===== config.mk =====
export PLATFORM = sky130hd
export DESIGN_NAME = sha1_digest_stream
export DESIGN_NICKNAME = d
export VERILOG_FILES = /design/src/rtl/sha1ds_pkg.sv /design/src/rtl/sha1ds_buffer.sv /design/src/rtl/sha1ds_core.sv /design/src/rtl/sha1ds_ctrl.sv /design/src/rtl/sha1_digest_stream.sv
export SDC_FILE = /design/constraint.sdc
export NUM_CORES = 2
export LEC_CHECK = 0
export ABC_AREA = 1
export BUFFER_PORTS_ARGS = -buffer_cell sky130_fd_sc_hd__buf_2
export CAP_MARGIN = 25
export CELL_PAD_IN_SITES_DETAIL_PLACEMENT = 1
export CELL_PAD_IN_SITES_GLOBAL_PLACEMENT = 2
export CORE_MARGIN = 2
export CORE_UTILIZATION = 47
export CTS_BUF_LIST = sky130_fd_sc_hd__clkbuf_8
export DETAILED_ROUTE_END_ITERATION = 10
export PLACE_DENSITY = 0.86
export RECOVER_POWER = 50
export SYNTH_ARGS = -nofsm -noshare
export SYNTH_HDL_FRONTEND = slang
export SYNTH_SLANG_ARGS = --single-unit

===== constraint.sdc =====
create_clock -name clock -period 52.3 [get_ports clock]
set_input_delay 10.46 -clock clock [delete_from_list [all_inputs] [get_ports clock]]
set_output_delay 10.46 -clock clock [all_outputs]
set_load 0.005 [all_outputs]

===== src/rtl/sha1ds_pkg.sv =====
`timescale 1ns / 1ps
// ----------------------------------------------------------------------------
// sha1ds_pkg
// Types, constants and helper functions shared by the SHA-1 stream digest.
// ----------------------------------------------------------------------------
package sha1ds_pkg;

   localparam int unsigned WORD_COUNT  = 5;
   localparam int unsigned BLOCK_WORDS = 16;

   localparam logic [6:0] LAST_ROUND     = 7'd79;
   localparam logic [6:0] LAST_LOAD      = 7'd15;
   localparam logic [6:0] FIRST_SCHED    = 7'd16;
   localparam logic [6:0] PHASE_PARITY_A = 7'd20;
   localparam logic [6:0] PHASE_MAJ      = 7'd40;
   localparam logic [6:0] PHASE_PARITY_B = 7'd60;
   localparam logic [2:0] LAST_WORD      = 3'd4;
   localparam logic [5:0] LAST_BYTE_POS  = 6'd63;
   localparam logic [5:0] LEN_BYTE_POS   = 6'd56;
   localparam logic [3:0] LEN_HI_WORD    = 4'd14;
   localparam logic [3:0] LEN_LO_WORD    = 4'd15;
   localparam logic [7:0] PAD_BYTE       = 8'h80;

   localparam logic [31:0] H_INIT [WORD_COUNT] = '{
      32'h67452301, 32'hEFCDAB89, 32'h98BADCFE, 32'h10325476, 32'hC3D2E1F0
   };

   localparam logic [31:0] K_CH     = 32'h5A827999;
   localparam logic [31:0] K_PAR_A  = 32'h6ED9EBA1;
   localparam logic [31:0] K_MAJ    = 32'h8F1BBCDC;
   localparam logic [31:0] K_PAR_B  = 32'hCA62C1D6;

   typedef struct packed {
      logic [7:0] data_byte;
      logic       no_data;
      logic       last;
   } req_item_type;

   typedef struct packed {
      logic [31:0] digest_word;
      logic [2:0]  word_index;
      logic        final_word;
   } rsp_item_type;

   typedef enum logic [2:0] {
      ST_IDLE,
      ST_PREFETCH,
      ST_ROUND,
      ST_UPDATE,
      ST_EMIT
   } ctrl_state_type;

   // What the block being compressed holds beyond the buffered bytes.
   typedef enum logic [1:0] {
      BLK_DATA,
      BLK_PAD,
      BLK_PAD_NOLEN,
      BLK_LEN
   } block_kind_type;

   typedef struct packed {
      logic       wr_en;
      logic [3:0] wr_addr;
      logic [1:0] wr_lane;
      logic [7:0] wr_byte;
      logic       rd_en;
      logic [3:0] rd_addr;
   } mem_req_type;

   typedef struct packed {
      logic       init_work;
      logic       round_en;
      logic       load_word;
      logic       add_chain;
      logic       reset_chain;
      logic [6:0] round_idx;
      logic [2:0] word_idx;
   } core_ctrl_type;

   typedef struct packed {
      block_kind_type kind;
      logic [5:0]     pad_pos;
      logic [63:0]    bit_len;
   } pad_info_type;

   function automatic logic [31:0] rotl32(input logic [31:0] x, input int unsigned n);
      return (x << n) | (x >> (32 - n));
   endfunction

   // Replaces buffered bytes with the pad byte, zeros and the length field
   // according to the kind of block being compressed.
   function automatic logic [31:0] pad_word(input logic [31:0]    raw,
                                            input logic [3:0]     widx,
                                            input block_kind_type kind,
                                            input logic [5:0]     pos,
                                            input logic [63:0]    bit_len);
      logic [31:0] res;
      logic [5:0]  bidx;
      res = raw;
      case (kind)
         BLK_DATA: begin
            res = raw;
         end
         BLK_PAD, BLK_PAD_NOLEN: begin
            for (int j = 0; j < 4; j++) begin
               bidx = {widx, 2'(j)};
               if (bidx == pos) begin
                  res[(3 - j) * 8 +: 8] = PAD_BYTE;
               end else if (bidx > pos) begin
                  res[(3 - j) * 8 +: 8] = 8'h00;
               end
            end
            if (kind == BLK_PAD && widx == LEN_HI_WORD) begin
               res = bit_len[63:32];
            end else if (kind == BLK_PAD && widx == LEN_LO_WORD) begin
               res = bit_len[31:0];
            end
         end
         BLK_LEN: begin
            if (widx == LEN_HI_WORD) begin
               res = bit_len[63:32];
            end else if (widx == LEN_LO_WORD) begin
               res = bit_len[31:0];
            end else begin
               res = 32'h0;
            end
         end
         default: begin
            res = raw;
         end
      endcase
      return res;
   endfunction

endpackage


===== src/rtl/sha1ds_buffer.sv =====
`timescale 1ns / 1ps
// ----------------------------------------------------------------------------
// sha1ds_buffer
// Block buffer: sixteen big-endian 32-bit words with byte-lane writes and a
// registered read port.
// ----------------------------------------------------------------------------
module sha1ds_buffer (
   input  logic                     clock,
   input  sha1ds_pkg::mem_req_type  mem_req,
   output logic [31:0]              rd_data
);
   import sha1ds_pkg::*;

   logic [31:0] mem_ff [BLOCK_WORDS];
   logic [31:0] rd_data_ff;

   // Byte 0 of a word sits in the most significant lane.
   always_ff @(posedge clock) begin
      if (mem_req.wr_en) begin
         mem_ff[mem_req.wr_addr][{~mem_req.wr_lane, 3'b000} +: 8] <= mem_req.wr_byte;
      end
   end

   always_ff @(posedge clock) begin
      if (mem_req.rd_en) begin
         rd_data_ff <= mem_ff[mem_req.rd_addr];
      end
   end

   assign rd_data = rd_data_ff;

endmodule


===== src/rtl/sha1ds_core.sv =====
`timescale 1ns / 1ps
// ----------------------------------------------------------------------------
// sha1ds_core
// SHA-1 round unit: one round per cycle over the working variables, a
// sixteen-word schedule window and the five-word chaining value.
// ----------------------------------------------------------------------------
module sha1ds_core (
   input  logic                      clock,
   input  logic                      reset,
   input  sha1ds_pkg::core_ctrl_type ctrl,
   input  logic [31:0]               sched_word,
   output logic [31:0]               digest_word
);
   import sha1ds_pkg::*;

   logic [31:0] chain_ff [WORD_COUNT];
   logic [31:0] win_ff [BLOCK_WORDS];
   logic [31:0] a_ff, b_ff, c_ff, d_ff, e_ff;
   logic [31:0] w_in;
   logic [31:0] f_val;
   logic [31:0] k_val;
   logic [31:0] t_in;

   // The window holds W[t-16] at index 0 up to W[t-1] at index 15.
   always_comb begin
      if (ctrl.load_word) begin
         w_in = sched_word;
      end else begin
         w_in = rotl32(win_ff[13] ^ win_ff[8] ^ win_ff[2] ^ win_ff[0], 1);
      end
   end

   always_comb begin
      if (ctrl.round_idx < PHASE_PARITY_A) begin
         f_val = (b_ff & c_ff) | (~b_ff & d_ff);
         k_val = K_CH;
      end else if (ctrl.round_idx < PHASE_MAJ) begin
         f_val = b_ff ^ c_ff ^ d_ff;
         k_val = K_PAR_A;
      end else if (ctrl.round_idx < PHASE_PARITY_B) begin
         f_val = (b_ff & c_ff) | (b_ff & d_ff) | (c_ff & d_ff);
         k_val = K_MAJ;
      end else begin
         f_val = b_ff ^ c_ff ^ d_ff;
         k_val = K_PAR_B;
      end
      t_in = rotl32(a_ff, 5) + f_val + e_ff + k_val + w_in;
   end

   always_ff @(posedge clock) begin
      if (ctrl.init_work) begin
         a_ff <= chain_ff[0];
         b_ff <= chain_ff[1];
         c_ff <= chain_ff[2];
         d_ff <= chain_ff[3];
         e_ff <= chain_ff[4];
      end else if (ctrl.round_en) begin
         a_ff <= t_in;
         b_ff <= a_ff;
         c_ff <= rotl32(b_ff, 30);
         d_ff <= c_ff;
         e_ff <= d_ff;
      end
   end

   always_ff @(posedge clock) begin
      if (ctrl.round_en) begin
         for (int i = 0; i < BLOCK_WORDS - 1; i++) begin
            win_ff[i] <= win_ff[i + 1];
         end
         win_ff[BLOCK_WORDS - 1] <= w_in;
      end
   end

   always_ff @(posedge clock) begin
      if (reset || ctrl.reset_chain) begin
         chain_ff <= H_INIT;
      end else if (ctrl.add_chain) begin
         chain_ff[0] <= chain_ff[0] + a_ff;
         chain_ff[1] <= chain_ff[1] + b_ff;
         chain_ff[2] <= chain_ff[2] + c_ff;
         chain_ff[3] <= chain_ff[3] + d_ff;
         chain_ff[4] <= chain_ff[4] + e_ff;
      end
   end

   always_comb begin
      case (ctrl.word_idx)
         3'd0:    digest_word = chain_ff[0];
         3'd1:    digest_word = chain_ff[1];
         3'd2:    digest_word = chain_ff[2];
         3'd3:    digest_word = chain_ff[3];
         3'd4:    digest_word = chain_ff[4];
         default: digest_word = chain_ff[0];
      endcase
   end

endmodule


===== src/rtl/sha1ds_ctrl.sv =====
`timescale 1ns / 1ps
// ----------------------------------------------------------------------------
// sha1ds_ctrl
// Sequencer: takes items, writes bytes into the block buffer, keeps the
// byte count, steps the rounds and hands the digest words out.
// ----------------------------------------------------------------------------
module sha1ds_ctrl (
   input  logic                      clock,
   input  logic                      reset,
   input  logic                      req_valid,
   output logic                      req_ready,
   input  sha1ds_pkg::req_item_type  req_item,
   output logic                      rsp_valid,
   input  logic                      rsp_ready,
   output sha1ds_pkg::mem_req_type   mem_req,
   output sha1ds_pkg::core_ctrl_type core_ctrl,
   output sha1ds_pkg::pad_info_type  pad_info
);
   import sha1ds_pkg::*;

   ctrl_state_type state_ff, state_in;
   block_kind_type kind_ff;
   logic [6:0]     round_ff;
   logic [2:0]     word_idx_ff;
   logic [60:0]    byte_total_ff;
   logic           last_ff;

   logic       accept;
   logic       has_byte;
   logic [5:0] pos;
   logic [5:0] pad_pos_in;
   logic       block_full;
   logic       emit_done;

   assign accept     = req_valid && (state_ff == ST_IDLE);
   assign has_byte   = !req_item.no_data;
   assign pos        = byte_total_ff[5:0];
   assign pad_pos_in = has_byte ? pos + 6'd1 : pos;
   assign block_full = has_byte && (pos == LAST_BYTE_POS);
   assign emit_done  = (state_ff == ST_EMIT) && rsp_ready && (word_idx_ff == LAST_WORD);

   always_comb begin
      state_in = state_ff;
      case (state_ff)
         ST_IDLE: begin
            if (accept && (block_full || req_item.last)) begin
               state_in = ST_PREFETCH;
            end
         end
         ST_PREFETCH: begin
            state_in = ST_ROUND;
         end
         ST_ROUND: begin
            if (round_ff == LAST_ROUND) begin
               state_in = ST_UPDATE;
            end
         end
         ST_UPDATE: begin
            if ((kind_ff == BLK_DATA && last_ff) || kind_ff == BLK_PAD_NOLEN) begin
               state_in = ST_PREFETCH;
            end else if (kind_ff == BLK_PAD || kind_ff == BLK_LEN) begin
               state_in = ST_EMIT;
            end else begin
               state_in = ST_IDLE;
            end
         end
         ST_EMIT: begin
            if (emit_done) begin
               state_in = ST_IDLE;
            end
         end
         default: begin
            state_in = ST_IDLE;
         end
      endcase
   end

   always_comb begin
      req_ready = (state_ff == ST_IDLE);
      rsp_valid = (state_ff == ST_EMIT);

      mem_req.wr_en   = accept && has_byte;
      mem_req.wr_addr = pos[5:2];
      mem_req.wr_lane = pos[1:0];
      mem_req.wr_byte = req_item.data_byte;
      mem_req.rd_en   = (state_ff == ST_PREFETCH) ||
                        ((state_ff == ST_ROUND) && (round_ff < LAST_LOAD));
      mem_req.rd_addr = (state_ff == ST_PREFETCH) ? 4'd0 : round_ff[3:0] + 4'd1;

      core_ctrl.init_work   = (state_ff == ST_PREFETCH);
      core_ctrl.round_en    = (state_ff == ST_ROUND);
      core_ctrl.load_word   = (round_ff < FIRST_SCHED);
      core_ctrl.add_chain   = (state_ff == ST_UPDATE);
      core_ctrl.reset_chain = emit_done;
      core_ctrl.round_idx   = round_ff;
      core_ctrl.word_idx    = word_idx_ff;

      pad_info.kind    = kind_ff;
      pad_info.pad_pos = pos;
      pad_info.bit_len = {byte_total_ff, 3'b000};
   end

   always_ff @(posedge clock) begin
      if (reset) begin
         state_ff      <= ST_IDLE;
         kind_ff       <= BLK_DATA;
         round_ff      <= '0;
         word_idx_ff   <= '0;
         byte_total_ff <= '0;
         last_ff       <= 1'b0;
      end else begin
         state_ff <= state_in;

         if (accept) begin
            last_ff <= req_item.last;
            if (has_byte) begin
               byte_total_ff <= byte_total_ff + 61'd1;
            end
            if (block_full) begin
               kind_ff <= BLK_DATA;
            end else if (pad_pos_in >= LEN_BYTE_POS) begin
               kind_ff <= BLK_PAD_NOLEN;
            end else begin
               kind_ff <= BLK_PAD;
            end
         end

         // A full data block leaves the position at zero, so its pad fits.
         if (state_ff == ST_UPDATE) begin
            if (kind_ff == BLK_DATA) begin
               kind_ff <= BLK_PAD;
            end else if (kind_ff == BLK_PAD_NOLEN) begin
               kind_ff <= BLK_LEN;
            end
         end

         if (state_ff == ST_PREFETCH) begin
            round_ff <= '0;
         end else if (state_ff == ST_ROUND) begin
            round_ff <= round_ff + 7'd1;
         end

         if (state_ff == ST_EMIT && rsp_ready) begin
            word_idx_ff <= (word_idx_ff == LAST_WORD) ? 3'd0 : word_idx_ff + 3'd1;
         end

         if (emit_done) begin
            byte_total_ff <= '0;
            last_ff       <= 1'b0;
         end
      end
   end

endmodule


===== src/rtl/sha1_digest_stream.sv =====
`timescale 1ns / 1ps
// ----------------------------------------------------------------------------
// sha1_digest_stream
// SHA-1 digest of a byte stream: at most one message byte per item, five
// digest words out after the item marked last.
// ----------------------------------------------------------------------------
//  Channel  Direction  Payload          Handshake
//  req_     in         req_item_type    req_valid / req_ready
//  rsp_     out        rsp_item_type    rsp_valid / rsp_ready
//
// A byte that does not complete a block is only written into the buffer.
// A byte completing a block starts a compression: prefetch, 80 rounds, update.
// The last item adds one pad block, or two when the pad does not fit, then
// five digest words.
// Reset is synchronous; no clearing pass is needed after it.
// A stall on rsp_ready holds the current digest word and blocks new items.
// ----------------------------------------------------------------------------
module sha1_digest_stream (
   input  logic                     clock,
   input  logic                     reset,
   input  logic                     req_valid,
   output logic                     req_ready,
   input  sha1ds_pkg::req_item_type req_item,
   output logic                     rsp_valid,
   input  logic                     rsp_ready,
   output sha1ds_pkg::rsp_item_type rsp_item
);
   import sha1ds_pkg::*;

   mem_req_type   mem_req;
   core_ctrl_type core_ctrl;
   pad_info_type  pad_info;
   logic [31:0]   rd_data;
   logic [31:0]   sched_word;
   logic [31:0]   digest_word;

   sha1ds_ctrl u_ctrl (
      .clock     (clock),
      .reset     (reset),
      .req_valid (req_valid),
      .req_ready (req_ready),
      .req_item  (req_item),
      .rsp_valid (rsp_valid),
      .rsp_ready (rsp_ready),
      .mem_req   (mem_req),
      .core_ctrl (core_ctrl),
      .pad_info  (pad_info)
   );

   sha1ds_buffer u_buffer (
      .clock   (clock),
      .mem_req (mem_req),
      .rd_data (rd_data)
   );

   assign sched_word = pad_word(rd_data, core_ctrl.round_idx[3:0], pad_info.kind,
                                pad_info.pad_pos, pad_info.bit_len);

   sha1ds_core u_core (
      .clock       (clock),
      .reset       (reset),
      .ctrl        (core_ctrl),
      .sched_word  (sched_word),
      .digest_word (digest_word)
   );

   always_comb begin
      rsp_item.digest_word = digest_word;
      rsp_item.word_index  = core_ctrl.word_idx;
      rsp_item.final_word  = (core_ctrl.word_idx == LAST_WORD);
   end

endmodule


# Yosys cells after proc, flatten, opt, wreduce, memory -nomap -nowiden
# Memories as Yosys holds them, arrays and structs flattened. A register that Yosys moved wholly into a read port is not among the register bits.
# Index checks and enable logic that the tools add are counted.
# Widths: inputs -> output; s select.
# word_totals
register_bits,397
mem_bits_rw,1024
in_bits,14
out_inout_bits,38
n_memories,2
# op_classes
n_reduce_logical,24
n_bitwise,18
shifts,2
n_eq_ne,22
addsub,15
n_lt_le_gt_ge,10
n_mux,50
# memory_table
memory,words,word_bits,read_ports,rd_ports_with_merged_regs,wr,line_no,source
u_buffer.mem_ff,16,32,1,1,1,sha1ds_buffer.sv:14,logic [31:0] mem_ff [BLOCK_WORDS];
u_core.win_ff,16,32,16,0,16,sha1ds_core.sv:17,logic [31:0] win_ff [BLOCK_WORDS];
# op_table
operator,count
$mux 32,21
$add 32x32->32,9
$xor 32x32->32,5
$and 32x32->32,4
$pmux 32 s4,1
$or 32x32->32,3
$pmux 32 s3,1
$mux 8,8
$add 61x1->61 const B,1
$not 32->32,1
$or 32x1->32,1
$or 32x30->32,1
$or 32x5->32,1
$shift 8x7->32 const A,1
$shiftx 8x7->32,1
$mux 31,1
$eq 6x6->1,4
$gt 6x6->1,4
$mux 3,6
$pmux 3 s5,1
$lt 7x5->1 const B,2
$lt 7x6->1 const B,2
$eq 3x2->1 const B,4
$mux 2,6
other kinds (29),52

# Logic depth before layout (Yosys ltp)
# depth
ltp_word,12
depth_mapped,31

# By module
# From an unflattened synthesis, not the netlist that was laid out.
# hier_totals
cells_unflattened,8159
hier_area_um2,75675.1
# modules_own_cells
mod,area_per_inst_um2,cells_per_inst,seq_area_each_um2,n_inst
sha1ds_core,45544.9,4805,23382.4,1
sha1ds_buffer,23597.6,2253,16335.7,1
sha1ds_ctrl,4520.6,686,1541.5,1
sha1_digest_stream,2011.9,415,0.0,1

# Worst setup path before layout
# Ideal clock, no wire load.
# synth_path
path_kind,register to register
start,register u_ctrl.state_ff[0]
end,"register u_core.a_ff[0], enable pin"
setup_time_ps,526
slack_ps,20953
path_stages_with_launch,5
required_ps,51774
arrival_time_ps,30822
cell_sequence,dfxtp_1 -> buf_6 -> nor3_2 -> clkinv_1 -> nand2_1
# synth_between
elab_chain_cells,2
elab_cells_between_ends,3
cone_classes,2 x eq/ne; 1 x reduce/logical
# synth_rtl
element,line_no,source
"start, declared",sha1ds_ctrl.sv:21,"ctrl_state_type state_ff, state_in;"
"start signal, assigned",sha1ds_ctrl.sv:112,state_ff <= state_in;
$eq 3x2->1 / $eq 3x1->1 (equally long branches),"sha1ds_ctrl.sv:91, sha1ds_ctrl.sv:90",
$reduce_bool 2->1 (no line) (*),--,
"end signal, assigned",sha1ds_core.sv:52,a_ff <= chain_ff[0];
"end signal, assigned",sha1ds_core.sv:58,a_ff <= t_in;
"end, declared",sha1ds_core.sv:18,"logic [31:0] a_ff, b_ff, c_ff, d_ff, e_ff;"
# Mark *: on every way between the ends. The rest lies on a longest branch, timed or not.
# A chain may end at the register's enable or synchronous reset.

==> out/qor.txt <==
status - finished, violations left
violated checks - max-capacitance violations, max-slew violations
post-route setup TNS - 0 ps
Max Cap Viol - 15
Reg2Reg Setup Slack - 36450 ps
share of layout cells above drive strength 1 - 0.06918
Netlist Area Pre-Place - 72080 µm²
FF+latch count, synth - 1453
CTS sink count - 1453
Seq/Total Area, Yosys - 0.5724
largest cells by area after synthesis - edfxtp_1 (51%), dfxtp_1 (6.6%), nand2_1 (6.4%), o21ai_0 (4.8%), nor2_1 (4.0%)
Yosys top cell area share - 0.5066
gr usage total - 0.3479
Synth Area in Compound Gates - 0.1332
Iter 0 DRT Violations - 6806
Synth area leader - edfxtp_1
post-synth cell types - 54
largest family of logic cells by synthesized area - simple AND/OR/NAND/NOR gates
Synth Area in XOR/XNOR - 0.01920
GPL Wtd Cong - 0.9929
drt pass-1 iters - 7
EDFF count, synth - 1216
CP Class - reg -> reg
H-Tree Depth - 4
initial antenna violation count - 21
hold-fix buffers at CTS - 0
skew final - 77.78 ps
Final Hold Fails - 0
clk root buf - clkbuf_8
total vias in the final route - 58100
FFs w/ async S/R, synth - 0
fmax - 63.10 MHz
Seq. cell area - 41260 µm²
Total Wirelength - 274.7 mm
CTS tree - done
chip width - 395.6 µm
cells on worst reg2reg path - 7
CP startpoint kind - register
worst r2r src - u_ctrl.state_ff[1]
largest net degree at the start of global routing - 191
terminus of the critical flop-to-flop path - u_core.win_ff[15][5]
multiplexer share of the synthesized area - 0
area grow syn2layout - 9.825%
total CTS buffers - 240
Worst-Margin Slew - 9845 ps
synthesized area per cell - 9.975 µm²
CP required - 52810 ps
Hold Slack - 397.6 ps
Std-Cell Core Area - 152100 µm²
Worst Hold Endpoint - u_core.win_ff[6][17]
Initial Utilization - 0.4740
RSZ-0062 raised after global routing - no
die area - 156500 µm²
Simple-Gate Fraction of Synth Area - 0.1479
latest clock arrival within the worst-skew pair - 990 ps
fraction of the mapped netlist area in adder cells - 0.07204
commonest non-fill, non-tap cell in the layout - nand2_1
Synth warnings - 0
CTS max path bufs - 3
Min-Delay Startpoint - u_core.win_ff[7][17]
type of the worst min-delay path - reg -> reg
Final nets - 7686
post_cts resized - 0
CP Data Arrival Time - 16360 ps
fin crit share - 0.3030
row count - 143
via/cell ratio - 6.065
Syn Inst Count - 7226
total congestion overflow - 0
first-pass GRT wire length - 398.9 mm
Die Span Y - 395.6 µm
post-CTS setup buffer count - 0
Clk pin slew, worst setup/hold paths - 60 ps
Slew Limit Fails - 1120
syn nets - 7580
Slew HR - -5.563
CP endpoint kind - register
DRC viols - 0
Worst Path Max Fanout - 190
vias in the first global route - 57950
DR WL/cell - 28.67 µm
# IOs - 52
Port Buf Inserts - 51
Final ANT Viol Nets - 0
hpwl dp - 203.4 mm
FILL cells - 16990
post-route minimum period - 15850 ps
multi-input logic area - 26960 µm²
hold path depth - 0
setup-violating endpoint count in the final report - 0
Top FF cell, synth - edfxtp_1
most frequent cells in the layout - nand2_1 (1231), edfxtp_1 (1216), inv_1 (811), nor2_1 (755), o21ai_0 (694)
==> routing by layer <==
metal	up-vias	routed length [µm]	global-route usage
met3	525	27500	0.07969
met5	-	102	0
met1	29380	118500	0.5045
met2	2722	118700	0.5129
li1	25460	-	-
met4	16	9893	0.1207
==> worst max-delay path: stages (launching register included) <==
cell,delay (ps)
dfxtp_1,460
inv_1,120
nor3_1,240
clkbuf_1,6820
clkbuf_1,1110
clkbuf_1,3050
clkbuf_1,960
clkbuf_1,2360
==> worst max-delay path by stage <==
stage,startpoint,end,slack [ps],cells after the start
detailed placement,req_valid,u_buffer.mem_ff[6][2],38610,7
global route,u_ctrl.state_ff[1],u_core.win_ff[10][5],34930,7
global placement,rsp_ready,u_core.chain_ff[72],38720,10
finish,u_ctrl.state_ff[1],u_core.win_ff[15][5],36450,7
CTS,u_ctrl.word_idx_ff[0],rsp_item[22],37990,10
floorplan,u_ctrl.state_ff[0],u_core.a_ff[0],20950,4
==> Yosys cell counts, types with 15 or more instances <==
cell and instances:
nor2_1 774, buf_2 49, or2_2 27, a21oi_1 494, o221ai_1 104, fa_1 125, xnor2_1 92, ha_1 215
dfxtp_1 237, inv_1 750, buf_1 18, a21o_1 21, o22ai_1 102, nor3_1 76, a221oi_1 42, edfxtp_1 1216
nand3_1 309, o21ai_0 691, o21ai_1 32, clkbuf_1 183, nand3b_1 15, nand2_1 1233, o211ai_1 81, a31oi_1 19
o21bai_1 35, xor2_1 66, a21boi_0 19, o21a_1 19, nand4_1 73
==> through the flow <==
step / worst slack (ps) / area [µm²] / std cells / util
4_1_cts: 37990 / 79270 / 9570 / 0.5213
3_3_place_gp: 38720 / 74440 / 9108 / 0.4895
5_1_grt: 34930 / 79160 / 9578 / 0.5205
6_report: 36450 / 79160 / 9580 / 0.5205
2_1_floorplan: 20950 / 72080 / 7226 / -
3_5_place_dp: 38610 / 74530 / 9115 / 0.4900
==> sequential cells by signal (all words and copies together) (netlist names), named ones only <==
| name | count |
|---|---|
| u_buffer.mem_ff | 512 |
| u_core.win_ff | 512 |
| u_core.chain_ff | 160 |
| u_ctrl.byte_total_ff | 61 |
| u_buffer.rd_data | 32 |
| u_core.a_ff | 32 |
| u_core.b_ff | 32 |
| u_core.c_ff | 32 |
| u_core.d_ff | 32 |
| u_core.e_ff | 32 |
| u_ctrl.round_ff | 7 |
| u_ctrl.state_ff | 3 |
| u_ctrl.word_idx_ff | 3 |
| u_ctrl.kind_ff | 1 |
| u_ctrl.last_ff | 1 |
==> cell families after synthesis <==
family | after synthesis
compound gates | 1680
xor+xnor | 158
fa+ha+maj | 340
buf+inv | 1030
flops | 1453
simple gates | 2565
==> final cells by class <==
type | count | area share
Sequential cell | 1453 | 0.5212
Multi-Input combinational cell | 4743 | 0.3405
Clock buffer | 250 | 0.04346
Inverter | 766 | 0.03642
Tap cell | 2030 | 0.03208
Clock inverter | 205 | 0.01652
Timing Repair Buffer | 128 | 0.009625
Antenna cell | 5 | 0.0001581
Power is not shown: default switching activity piles up to over one toggle a cycle in this logic, so the estimate is an artifact.
